[src/sv/sldf_pkg.sv]
`timescale 1ns / 1ps
// sldf_pkg: shared types and constants for the scan line span depth fill block
// no dependencies; used by sldf_ctrl, sldf_dpath and scanline_span_depth_fill_top

package sldf_pkg;

  // field widths
  localparam int ACT_W   = 2;
  localparam int COL_W   = 10;
  localparam int DEPTH_W = 32;
  localparam int CHAN_W  = 8;
  localparam int COLOR_W = 3 * CHAN_W;
  localparam int WIDTH_W = 11;

  // action codes
  localparam logic [ACT_W-1:0] ACT_CLEAR = 2'd0;
  localparam logic [ACT_W-1:0] ACT_SPAN  = 2'd1;
  localparam logic [ACT_W-1:0] ACT_READ  = 2'd2;

  // reset and clear values
  localparam logic [DEPTH_W-1:0] DEPTH_LOWEST   = 32'h8000_0000;
  localparam logic [COLOR_W-1:0] COLOR_BLACK    = 24'h00_0000;
  localparam logic [WIDTH_W-1:0] LINE_WIDTH_RST = 11'd1024;

  localparam int MAX_COLUMNS_DEF = 1024;

  // controller to datapath commands
  typedef struct packed {
    logic load;        // capture an accepted word
    logic walk_fill;   // write lowest depth and black at the walk column, step
    logic walk_span;   // read the walk column for the depth test, step
    logic rd_issue;    // read one column for a read word
    logic rd_capture;  // move read data into the result register
  } sldf_cmd_t;

  // datapath to controller status
  typedef struct packed {
    logic empty;       // word on the inputs touches no column
    logic at_last;     // walk column is the last one
  } sldf_stat_t;

endpackage

[src/sv/sldf_ctrl.sv]
`timescale 1ns / 1ps
// sldf_ctrl: sequencing state machine for the scan line span depth fill block
// depends on sldf_pkg

module sldf_ctrl (
  input  logic                          clk_i,
  input  logic                          rst_ni,
  input  logic                          start_i,
  input  logic [sldf_pkg::ACT_W-1:0]    action_i,
  input  sldf_pkg::sldf_stat_t          stat_i,
  output sldf_pkg::sldf_cmd_t           cmd_o,
  output logic                          busy_o
);

  localparam logic [2:0] ST_INIT    = 3'd0;
  localparam logic [2:0] ST_IDLE    = 3'd1;
  localparam logic [2:0] ST_FILL    = 3'd2;
  localparam logic [2:0] ST_SPAN    = 3'd3;
  localparam logic [2:0] ST_RD_ISS  = 3'd4;
  localparam logic [2:0] ST_RD_DATA = 3'd5;

  logic [2:0] state_q, state_d;
  logic       accept;

  assign accept = start_i && (state_q == ST_IDLE);
  assign busy_o = (state_q != ST_IDLE);

  always_comb begin
    state_d = state_q;
    cmd_o   = '0;
    case (state_q)
      ST_INIT: begin
        cmd_o.walk_fill = 1'b1;
        if (stat_i.at_last) state_d = ST_IDLE;
      end
      ST_IDLE: begin
        if (accept) begin
          cmd_o.load = 1'b1;
          case (action_i)
            sldf_pkg::ACT_CLEAR: state_d = stat_i.empty ? ST_IDLE : ST_FILL;
            sldf_pkg::ACT_SPAN:  state_d = stat_i.empty ? ST_IDLE : ST_SPAN;
            sldf_pkg::ACT_READ:  state_d = ST_RD_ISS;
            default:             state_d = ST_IDLE;
          endcase
        end
      end
      ST_FILL: begin
        cmd_o.walk_fill = 1'b1;
        if (stat_i.at_last) state_d = ST_IDLE;
      end
      ST_SPAN: begin
        cmd_o.walk_span = 1'b1;
        if (stat_i.at_last) state_d = ST_IDLE;
      end
      ST_RD_ISS: begin
        cmd_o.rd_issue = 1'b1;
        state_d        = ST_RD_DATA;
      end
      ST_RD_DATA: begin
        cmd_o.rd_capture = 1'b1;
        state_d          = ST_IDLE;
      end
      default: begin
        state_d = ST_IDLE;
      end
    endcase
  end

  always_ff @(posedge clk_i or negedge rst_ni) begin
    if (!rst_ni) begin
      state_q <= ST_INIT;
    end else begin
      state_q <= state_d;
    end
  end

endmodule

[config.mk]
export PLATFORM = sky130hd
export DESIGN_NAME = sldf_ctrl
export DESIGN_NICKNAME = d
export VERILOG_FILES = /design/src/sv/sldf_pkg.sv /design/src/sv/sldf_ctrl.sv
export SDC_FILE = /design/constraint.sdc
export NUM_CORES = 1
export LEC_CHECK = 0
export BUFFER_PORTS_ARGS = -buffer_cell sky130_fd_sc_hd__buf_2
export CORE_AREA = 2 2 39 41
export DETAILED_ROUTE_END_ITERATION = 10
export DIE_AREA = 0 0 41 43
export GPL_TIMING_DRIVEN = 0
export HOLD_SLACK_MARGIN = 0.06
export PLACE_DENSITY = 0.46
export SETUP_SLACK_MARGIN = 0.02
export SLEW_MARGIN = 20
export SYNTH_ARGS = -nofsm -noshare
export SYNTH_HDL_FRONTEND = slang
export SYNTH_SLANG_ARGS = --single-unit
[constraint.sdc]
create_clock -name clk_i -period 0.87 [get_ports clk_i]
set_input_delay 0.087 -clock clk_i [delete_from_list [all_inputs] [get_ports clk_i]]
set_output_delay 0.087 -clock clk_i [all_outputs]
set_load 0.05 [all_outputs]
# Yosys cells after proc, flatten, opt, wreduce, memory -nomap -nowiden
# Cells that the tools add are included.
[op_classes]
eq_ne = 10
n_mux = 12
n_reduce_logical = 6
[ops]
columns = ["cell", "count"]
rows = [
  ["case mux 3 bit (3 select lines)", 2],
  ["equality test 3 x 2 -> 1 bit, second input constant", 2],
  ["equality test 3 bit, second input constant", 2],
  ["2-to-1 mux 1 bit", 6],
  ["2-to-1 mux 3 bit", 2],
  ["2-to-1 mux 2 bit", 2],
  ["equality test 3 x 1 -> 1 bit, second input constant", 1],
  ["logical NOT 3 bit", 1],
  ["inequality test 3 x 1 -> 1 bit, second input constant", 1],
  ["OR reduction 3 bit", 1],
  ["equality test 2 x 1 -> 1 bit, second input constant", 1],
  ["equality test 2 bit, second input constant", 1],
  ["logical NOT 2 bit", 1],
  ["inequality test 2 x 1 -> 1 bit, second input constant", 1],
  ["inequality test 2 bit, second input constant", 1],
  ["AND reduction 2 bit", 1],
  ["OR reduction 2 bit", 1],
  ["logical AND 1 bit", 1],
]
[totals]
regBits = 3

# Logic depth before layout (Yosys ltp)
# Gate-level depths: netlist (run 1).
[logic_depth]
word_depth = 4
mapped_depth = 2

# Worst setup path after synthesis (run 1)
# Ideal clock, no wire load.
[synth_path]
kind = "reg2reg"
start = "register state_q[0]"
end = "register state_q[2]"
arrival_time_ps = 1277
t_required_ps = 800
setup_slack_ps = -478
path_stages_with_launch = 3
path_buffers = 0
cell_sequence = "dfrtp_1 nor3b_2 a31o_1"
[synth_via]
elab_chain_len = 4
word_cells_on_any_way = 11
[synth_rtl]
columns = ["element", "line_no", "source"]
rows = [
  ["start, declared", "sldf_ctrl.sv:22", "logic [2:0] state_q, state_d;"],
  ["start signal, assigned", "sldf_ctrl.sv:73", "state_q <= state_d;"],
  ["equality test 3 x 2 -> 1 bit (tied with other cells)", "sldf_ctrl.sv:31", "case (state_q)"],
  ["OR reduction 3 bit (no source line) or logical AND 1 bit (tied branches)", "n/a", ""],
  ["inequality test 2 x 1 -> 1 bit (no source line) or inequality test 2 bit (tied branches)", "n/a", ""],
  ["AND reduction 2 bit (no source line)", "n/a", ""],
]
# Several ways; a longest one is shown, not always the timed one.
# A chain may end at the register's enable or synchronous reset.

# Worst setup path in the final report (run 1)
[layout_path]
start = "register state_q[1]"
end = "output port busy_o"
[layout_via]
elab_chain_len = 1
[layout_rtl]
columns = ["element", "line_no", "source"]
rows = [
  ["inequality test 3 x 1 -> 1 bit", "sldf_ctrl.sv:26", "assign busy_o = (state_q != ST_IDLE);"],
  ["end, declared", "sldf_ctrl.sv:12", "output logic busy_o"],
]
# No other way between the ends.

==> flow_summary.yaml, run 1 <==
power_and_ir_drop:
  cellPowerDensity_mw_per_mm2: 1871
  clkPwrFrac_pct: 30.1
  vdd_drop_max_v: 0.0005333
  power.share.switching_pct: 36.17
  total_power_uw: 821.6
  p_switching_uw: 297.2
  intPower_uw: 524.4
  leakage_nw: 0.2163
  power_frac_seq_pct: 22.0
  p_comb_share_pct: 48.0
critical_path:
  cp_data_arrival_time_ns: 1.21
  critPathKind: "reg2out"
  crit_required_ns: 0.78
  start_kind: "flop"
  critPathMaxFanout: 6
  crit_path_end_kind: "output pin"
floorplan:
  start_util_pct: 13.38
  die-area_mm2: 0.001763
  pin_count: 13
  fp.coreArea_mm2: 0.001384
  rows: 14
  die_x_um: 41
  die_y_um: 43
global_routing:
  grt-ovfl-total: 0
  grt_usage_pct: 8.643
  antenna_found_initial: 0
  met2_usage_pct: 13.13
  grtUsageMet3_pct: 4.712
  grt_util_met1_pct: 8.387
  grt_pass1_vias: 238
  grt_pass1_wl_um: 938
  busiest_layer: "met2"
  grt_max_degree: 7
timing:
  hold_violations: 0
  rsz0062_at_grt: "true"
  fin_skew_ns: 0.004124
  period_share_pct: 149.4
  period_minus_slack_ns: 1.299
  worst_pin_slew_ns: 0.1702
  final.setup.worst_slack_ns: -0.4294
  maxClockFrequency_mhz: 769.6
  report.final.setup_viol: 9
  tns_ns: -2.938
  report.final.slew_viol_count: 0
  slew_headroom_pct: 88.57
layout:
  nNetsFinal: 50
  area_growth_pct: 137.2
  regMostFlops: "state_q"
  layout-drive-gt1-share_pct: 73.81
  reg_top3: "state_q x3"
  final_cell_mix: "6 x buf_2, 6 x buf_6, 5 x buf_4"
  largest_reg_flops: 3
  antenna_cells: 0
route:
  antenna_left: 0
  routed_wirelength_um: 557
  drcViolationCount: 0
  vias_per_cell: 3.983
  drtPass1Iterations: 4
  drt_iter0_markers: 1
  wl_per_cell_um: 9.603
  vias: 231
yosys:
  seq_area_frac_synth_pct: 40.54
  synth_warnings: 0
  synth.distinct_cells: 13
  synth_cells: 17
  syn_nets: 24
  ys_ff_latch: 3
  syn_area_um2: 185.2
  postSynthAreaPerCell_um2: 10.89
cts:
  cts_buffers: 3
  cts.sinks: 3
  htreeDepth: 1
  clockBufferDepth: 2
  clk_latency_ns: 0.24
  clkTransAtPathRegs_ns: 0.04
  cts_root_buf: "clkbuf_4"
  tritoncts: "yes"
placement:
  place_congestion: 0.6413
  dp_hpwl_um: 385.9
  io_buffers: 12
worst_hold_path:
  min_path_type: "in2reg"
run_status:
  status: "finished, violations left"
  violations: "setup timing"
run:
  maxCapViolations: 0
==> what timing repair did <==
item / CTS / global route
gates resized for setup: 20 / 2
setup endpoints to repair: 9 / 9
pin swaps: 5 / 3
buffers inserted: 8 / 0
endpoints found under the hold margin: 3 / 0
hold buffers: 1 / 0
==> routing by layer <==
| metal | routed length [um] | share of wire, % |
|---|---|---|
| met1 | 211 | 38 |
| met2 | 287 | 52 |
| met3 | 58 | 10 |
| met4 | 0 | 0 |
| met5 | 0 | 0 |
==> through the flow <==
step	area (um2)	utilization (%)	hold slack, ns	setup slack (ns)	instances
2_1_floorplan	193.9	-	-0.2086	-0.3107	17
3_3_place_gp	274.0	19.80	-0.1146	-0.2889	45
3_5_place_dp	274.0	19.80	-0.1130	-0.2930	45
4_1_cts	431.7	31.19	0.1183	-0.4329	58
5_1_grt	439.2	31.74	0.1360	-0.4549	58
6_report	439.2	31.74	0.1200	-0.4294	58
==> cell families (layout without fill, tap and decap cells) <==
family	count (synthesis)	in the layout	synth area share (%)
flops	3	3	40.54
compound gates	3	3	12.17
buf+inv	1	26	2.025
simple gates	10	10	45.28
==> power by group through the flow <==
| stage | combinational [mW] | clock, mW | sequential (mW) |
|---|---|---|---|
| floorplan | 0.190 | 0 | 0.180 |
| global placement | 0.243 | 0 | 0.187 |
| detailed placement | 0.244 | 0 | 0.187 |
| CTS | 0.378 | 0.257 | 0.181 |
| global route | 0.417 | 0.272 | 0.184 |
| finish | 0.394 | 0.247 | 0.180 |
==> synth_stat cells <==
| master | number | area share [%] |
|---|---|---|
| and3b_2 | 2 | 11 |
| inv_1 | 1 | 2.0 |
| and4bb_4 | 1 | 8.8 |
| dfrtp_1 | 3 | 41 |
| a31o_1 | 1 | 4.7 |
| a21o_1 | 1 | 4.1 |
| nor2_1 | 2 | 4.1 |
| nor3b_2 | 1 | 6.8 |
| nand2b_1 | 1 | 3.4 |
| or3b_1 | 1 | 4.7 |
| nor3_1 | 1 | 2.7 |
| nor3b_1 | 1 | 4.1 |
| a31oi_1 | 1 | 3.4 |
==> critical path: stages, from the launching register on <==
cell	delay (ns)
dfrtp_2	0.42
or3b_1	0.39
buf_6	0.16
==> layout make-up <==
type / count / area [um2]
Sequential cell: 3 / 78.83
Multi-Input combinational cell: 13 / 120.1
Fill cell: 151 / 944.7
Clock buffer: 4 / 26.28
Timing Repair Buffer: 21 / 190.2
Tap cell: 16 / 20.02
Inverter: 1 / 3.754
==> final timing paths <==
kind,startpoint,to,slack (ns),depth (start not counted)
max,state_q[1]$_DFFE_PN0P_,busy_o,-0.43,2
min,action_i[1],state_q[2]$_DFFE_PN0P_,0.12,2
max reg2reg,state_q[2]$_DFFE_PN0P_,state_q[2]$_DFFE_PN0P_,-0.20,3
min reg2reg,state_q[0]$_DFFE_PN0P_,state_q[0]$_DFFE_PN0P_,0.67,2
max in group asynchronous,rst_ni,state_q[2]$_DFFE_PN0P_,0.57,2
min in group asynchronous,rst_ni,state_q[0]$_DFFE_PN0P_,0.18,2
No activity file was read; power rests on OpenSTA's default activity.
==> run 2: changes to the inputs <==
PLACE_DENSITY = 0.45   (was 0.46)
clock period = 1.34 ns   (was 0.87 ns; I/O delays follow)
==> run 2 against run 1 <==
Net effect:
- the flow still finishes with violations (setup timing)
- global-route usage is 2.4 points lower
- cell area down 24%
- final cell count is 14% lower
- largest power group unchanged
- clock power is 36% lower
- highest routed layer unchanged
- critical path depth is the same
- sequential share of layout area up 5.6 points
- via count down 15%
- largest cell class is now multi-input gates
- sequential cell count is the same
- combinational power decreased by 54%
- utilization shrank 7.5 points
- sequential power shrank 33%
==> flow_summary.yaml, run 2 (synthesis gave the netlist of run 1 again) <==
run_status:
  status: "finished, violations left"
  violations: "setup timing"
route:
  antenna_left: 0
  routed_wirelength_um: 444
  drcViolationCount: 0
  drt_iter0_markers: 5
  wl_per_cell_um: 8.880
  vias_per_cell: 3.920
  vias: 196
  drtPass1Iterations: 4
critical_path:
  r2r_end: "state_q[2]$_DFFE_PN0P_"
  start_kind: "flop"
  cp_data_arrival_time_ns: 1.22
  crit_required_ns: 1.21
  critPathKind: "reg2out"
  r2r_cells: 2
  r2r_slack_ns: 0.31
  crit_path_end_kind: "output pin"
  worstSetupEndpoint: "busy_o"
  r2r-start: "state_q[1]$_DFFE_PN0P_"
  critPathMaxFanout: 6
  crit_start: "state_q[1]$_DFFE_PN0P_"
placement:
  dp_hpwl_um: 326.7
  placed_cell_area_um2: 271.5
  io_buffers: 12
  place_congestion: 0.6400
cts:
  tritoncts: "yes"
  htreeDepth: 1
  clockBufferDepth: 2
  clkTransAtPathRegs_ns: 0.04
  cts_setup_buffers: 0
  cts_root_buf: "clkbuf_4"
  cts_buffers: 3
  clk_latency_ns: 0.23
  cts.sinks: 3
floorplan:
  start_util_pct: 13.38
  rows: 14
  pin_count: 13
  die-area_mm2: 0.001763
  fp.coreArea_mm2: 0.001384
  die_x_um: 41
  die_y_um: 43
timing:
  hold_violations: 0
  maxClockFrequency_mhz: 740.5
  final.setup.worst_slack_ns: -0.01042
  tns_ns: -0.01042
  hold_slack_ns: 0.1672
  period_share_pct: 100.8
  period_minus_slack_ns: 1.350
  slew_headroom_pct: 83.53
  rsz0062_at_grt: "true"
  report.final.slew_viol_count: 0
  worst_pin_slew_ns: 0.2488
  report.final.setup_viol: 1
  fin_skew_ns: 0.003733
layout:
  final_cell_mix: "7 x buf_2, 5 x clkbuf_4, 3 x dfrtp_2"
  area_growth_pct: 81.08
  regMostFlops: "state_q"
  layout-drive-gt1-share_pct: 64.71
  stdcell_area_um2: 335.3
  nNetsFinal: 42
  reg_top3: "state_q x3"
  fillers: 156
  antenna_cells: 0
  final_common_cell: "buf_2"
  largest_reg_flops: 3
global_routing:
  grt-ovfl-total: 0
  grt_max_degree: 9
  grt_usage_pct: 6.244
  antenna_found_initial: 0
  grt_pass1_wl_um: 641
  grt_pass1_vias: 157
worst_hold_path:
  hp-start: "action_i[1]"
  min_path_type: "in2reg"
run:
  maxCapViolations: 0
power_and_ir_drop:
  cellPowerDensity_mw_per_mm2: 1373
  vdd_drop_max_v: 0.0004052
  leakage_nw: 0.1643
-- run 2: changes by cell type in the layout (fill, tap and decap cells not counted) --
cell	change
clkbuf_4	+2
nor2_1	+1
buf_4	-4
buf_2	+1
buf_8	-2
nor2_4	-1
buf_6	-5
-- run 2: critical path, stage by stage (launching register included) --
cell,delay (ns)
dfrtp_2,0.43
or3b_1,0.39
buf_6,0.16
-- run 2: area by class of cell --
class / count / area [um2] / share of cell area [%]
Inverter: 1 / 3.754 / 1.119
Multi-Input combinational cell: 13 / 112.6 / 33.58
Timing Repair Buffer: 13 / 93.84 / 27.99
Tap cell: 16 / 20.02 / 5.970
Sequential cell: 3 / 78.83 / 23.51
Clock buffer: 4 / 26.28 / 7.836
-- run 2: per-stage QoR --
step           util [%]  cells  setup WS (ns)  power, mW
6_report          24.23     50       -0.01042     0.4606
5_1_grt           24.23     50       -0.05647     0.4928
4_1_cts           23.69     50       -0.01946     0.4661
3_5_place_dp      19.62     45         0.1280     0.2760
3_3_place_gp      19.62     45         0.1262     0.2767
2_1_floorplan         -     17        0.09948     0.2380
-- run 2: where the power goes --
group          leakage, nW  internal [mW]  switching, mW  total (mW)
combinational        0.116         0.0728          0.110       0.182
sequential          0.0333          0.103         0.0177       0.120
clock               0.0150          0.112         0.0463       0.158
total                0.164          0.287          0.174       0.461
-- run 2: metal layers --
metal  vias up  track usage [%]  share of wire [%]
li1         97                -                  -
met1        83            8.117                 49
met2        16            5.000                 38
met3         0            4.712                 13
met4         0            8.000                  0
met5         -                0                  0
-- run 2: how the worst min path moves through the flow --
stage | end | slack (ns) | depth (start not counted)
after floorplan | state_q[0]$_DFFE_PN0P_ | -0.16 | 0
after global placement | state_q[2]$_DFFE_PN0P_ | -0.07 | 1
after detailed placement | state_q[2]$_DFFE_PN0P_ | -0.07 | 1
after CTS | state_q[2]$_DFFE_PN0P_ | 0.16 | 2
after global routing | state_q[2]$_DFFE_PN0P_ | 0.16 | 2
final | state_q[2]$_DFFE_PN0P_ | 0.17 | 2
-- run 2: repair_timing --
item                                   CTS  global route
hold buffers                             1             0
endpoints found under the hold margin    3             0
resized for setup                        8             4
setup endpoints to repair                3             5
pin swaps                                1             0
==> run 3: changes to the inputs <==
SKIP_CTS_REPAIR_TIMING = 1   (was default)
==> run 3 against run 2 <==
Net effect:
- the run still ends with setup timing left
- clock skew is essentially flat
- utilization down 0.18 points
- cell area down 0.75%
- critical path depth is the same
- non-clock buffer count stayed put
- power shrank 0.26%
- global-route usage is the same
- worst hold slack gained 0.0021 ns
- fmax is 0.22% lower
- die area unchanged
- sequential power hardly changed
- critical path type unchanged
==> flow_summary.yaml, run 3 (synthesis gave the netlist of run 1 again) <==
cts:
  clockBufferDepth: 2
  tritoncts: "yes"
  htreeDepth: 1
  cts.sinks: 3
  clkTransAtPathRegs_ns: 0.04
  cts_root_buf: "clkbuf_4"
  cts_buffers: 3
  clk_latency_ns: 0.23
layout:
  area_growth_pct: 79.73
  final_cell_count_no_fill: 50
  antenna_cells: 0
  stdcell_area_um2: 332.8
  regMostFlops: "state_q"
  reg_top3: "state_q x3"
  layout-drive-gt1-share_pct: 64.71
  final_cell_mix: "8 x buf_2, 4 x clkbuf_4, 3 x dfrtp_2"
  fillers: 154
  largest_reg_flops: 3
  final_common_cell: "buf_2"
  nNetsFinal: 42
  final_core_util_pct: 24.05
timing:
  period_share_pct: 101.0
  hold_violations: 0
  slew_headroom_pct: 83.54
  report.final.setup_viol: 1
  final.setup.worst_slack_ns: -0.01338
  fin_skew_ns: 0.003723
  report.final.slew_viol_count: 0
  maxClockFrequency_mhz: 738.9
  period_minus_slack_ns: 1.353
  worst_pin_slew_ns: 0.2487
  rsz0062_at_grt: "true"
floorplan:
  die_y_um: 43
  start_util_pct: 13.38
  fp.coreArea_mm2: 0.001384
  pin_count: 13
  die_x_um: 41
  die-area_mm2: 0.001763
  rows: 14
global_routing:
  grt_pass1_vias: 157
  grt_pass1_wl_um: 641
  grt_max_degree: 9
  grt-ovfl-total: 0
  grt_usage_pct: 6.244
  antenna_found_initial: 0
route:
  routed_wirelength_um: 452
  drt_iter0_markers: 5
  vias: 188
  wl_per_cell_um: 9.040
  antenna_left: 0
  vias_per_cell: 3.760
  drcViolationCount: 0
  drtPass1Iterations: 4
placement:
  pre_cts_ws_ns: 0.1280
  placed_cell_area_um2: 271.5
  dp_hpwl_um: 326.7
  io_buffers: 12
  dp.cells: 45
  place_congestion: 0.6400
run_status:
  status: "finished, violations left"
  violations: "setup timing"
critical_path:
  critPathMaxFanout: 8
  crit_required_ns: 1.21
  cp_data_arrival_time_ns: 1.22
  start_kind: "flop"
  crit_path_end_kind: "output pin"
  critPathKind: "reg2out"
run:
  maxCapViolations: 0
worst_hold_path:
  min_path_type: "in2reg"
power_and_ir_drop:
  leakage_nw: 0.1648
  cellPowerDensity_mw_per_mm2: 1380
  total_power_uw: 459.3
  vdd_drop_max_v: 0.0004058
==> run 3: cell types whose count changed in the layout (fill, tap and decap cells not counted) <==
cell	delta
clkbuf_4	-1
buf_2	+1
==> run 3: cell type report <==
cell class | count | area [um2] | area share, %
Multi-Input combinational cell | 13 | 112.6 | 33.83
Timing Repair Buffer | 13 | 91.34 | 27.44
Sequential cell | 3 | 78.83 | 23.68
Clock buffer | 4 | 26.28 | 7.895
Tap cell | 16 | 20.02 | 6.015
Inverter | 1 | 3.754 | 1.128
==> run 3: critical path: stages, from the launching register on <==
cell and delay (ns):
dfrtp_2 0.43, or3b_1 0.39, buf_6 0.16
==> run 3: stage by stage <==
| stage | hold slack (ns) | setup TNS (ns) |
|---|---|---|
| floorplan | -0.1616 | 0 |
| global placement | -0.06684 | 0 |
| detailed placement | -0.06761 | 0 |
| CTS | -0.3172 | -0.1963 |
| global route | 0.1609 | -0.08771 |
| finish | 0.1692 | -0.01338 |
==> run 3: power breakdown <==
| group | switching (mW) | internal (mW) | leakage (nW) | total, mW |
|---|---|---|---|---|
| clock | 0.0463 | 0.112 | 0.0150 | 0.158 |
| combinational | 0.109 | 0.0712 | 0.116 | 0.181 |
| sequential | 0.0182 | 0.103 | 0.0333 | 0.121 |
==> run 3: path summary, 6_finish.rpt <==
| path | start | slack, ns | depth (start not counted) | to |
|---|---|---|---|---|
| setup / recovery | state_q[2]$_DFFE_PN0P_ | -0.01 | 2 | busy_o |
| hold / removal | action_i[0] | 0.17 | 3 | state_q[0]$_DFFE_PN0P_ |
| setup reg to reg | state_q[2]$_DFFE_PN0P_ | 0.31 | 2 | state_q[2]$_DFFE_PN0P_ |
| hold reg to reg | state_q[2]$_DFFE_PN0P_ | 0.64 | 2 | state_q[0]$_DFFE_PN0P_ |
| max in group asynchronous | rst_ni | 1.00 | 2 | state_q[2]$_DFFE_PN0P_ |
| min in group asynchronous | rst_ni | 0.22 | 2 | state_q[0]$_DFFE_PN0P_ |
==> run 3: layer usage <==
metal / wire length [um] / vias to the layer above / part of all wire [%] / GRT usage, %
li1: - / 97 / - / -
met5: 0 / - / 0 / 0
met3: 69 / 0 / 15 / 4.712
met1: 225 / 77 / 50 / 8.117
met4: 0 / 0 / 0 / 8.000
met2: 157 / 14 / 35 / 5.000
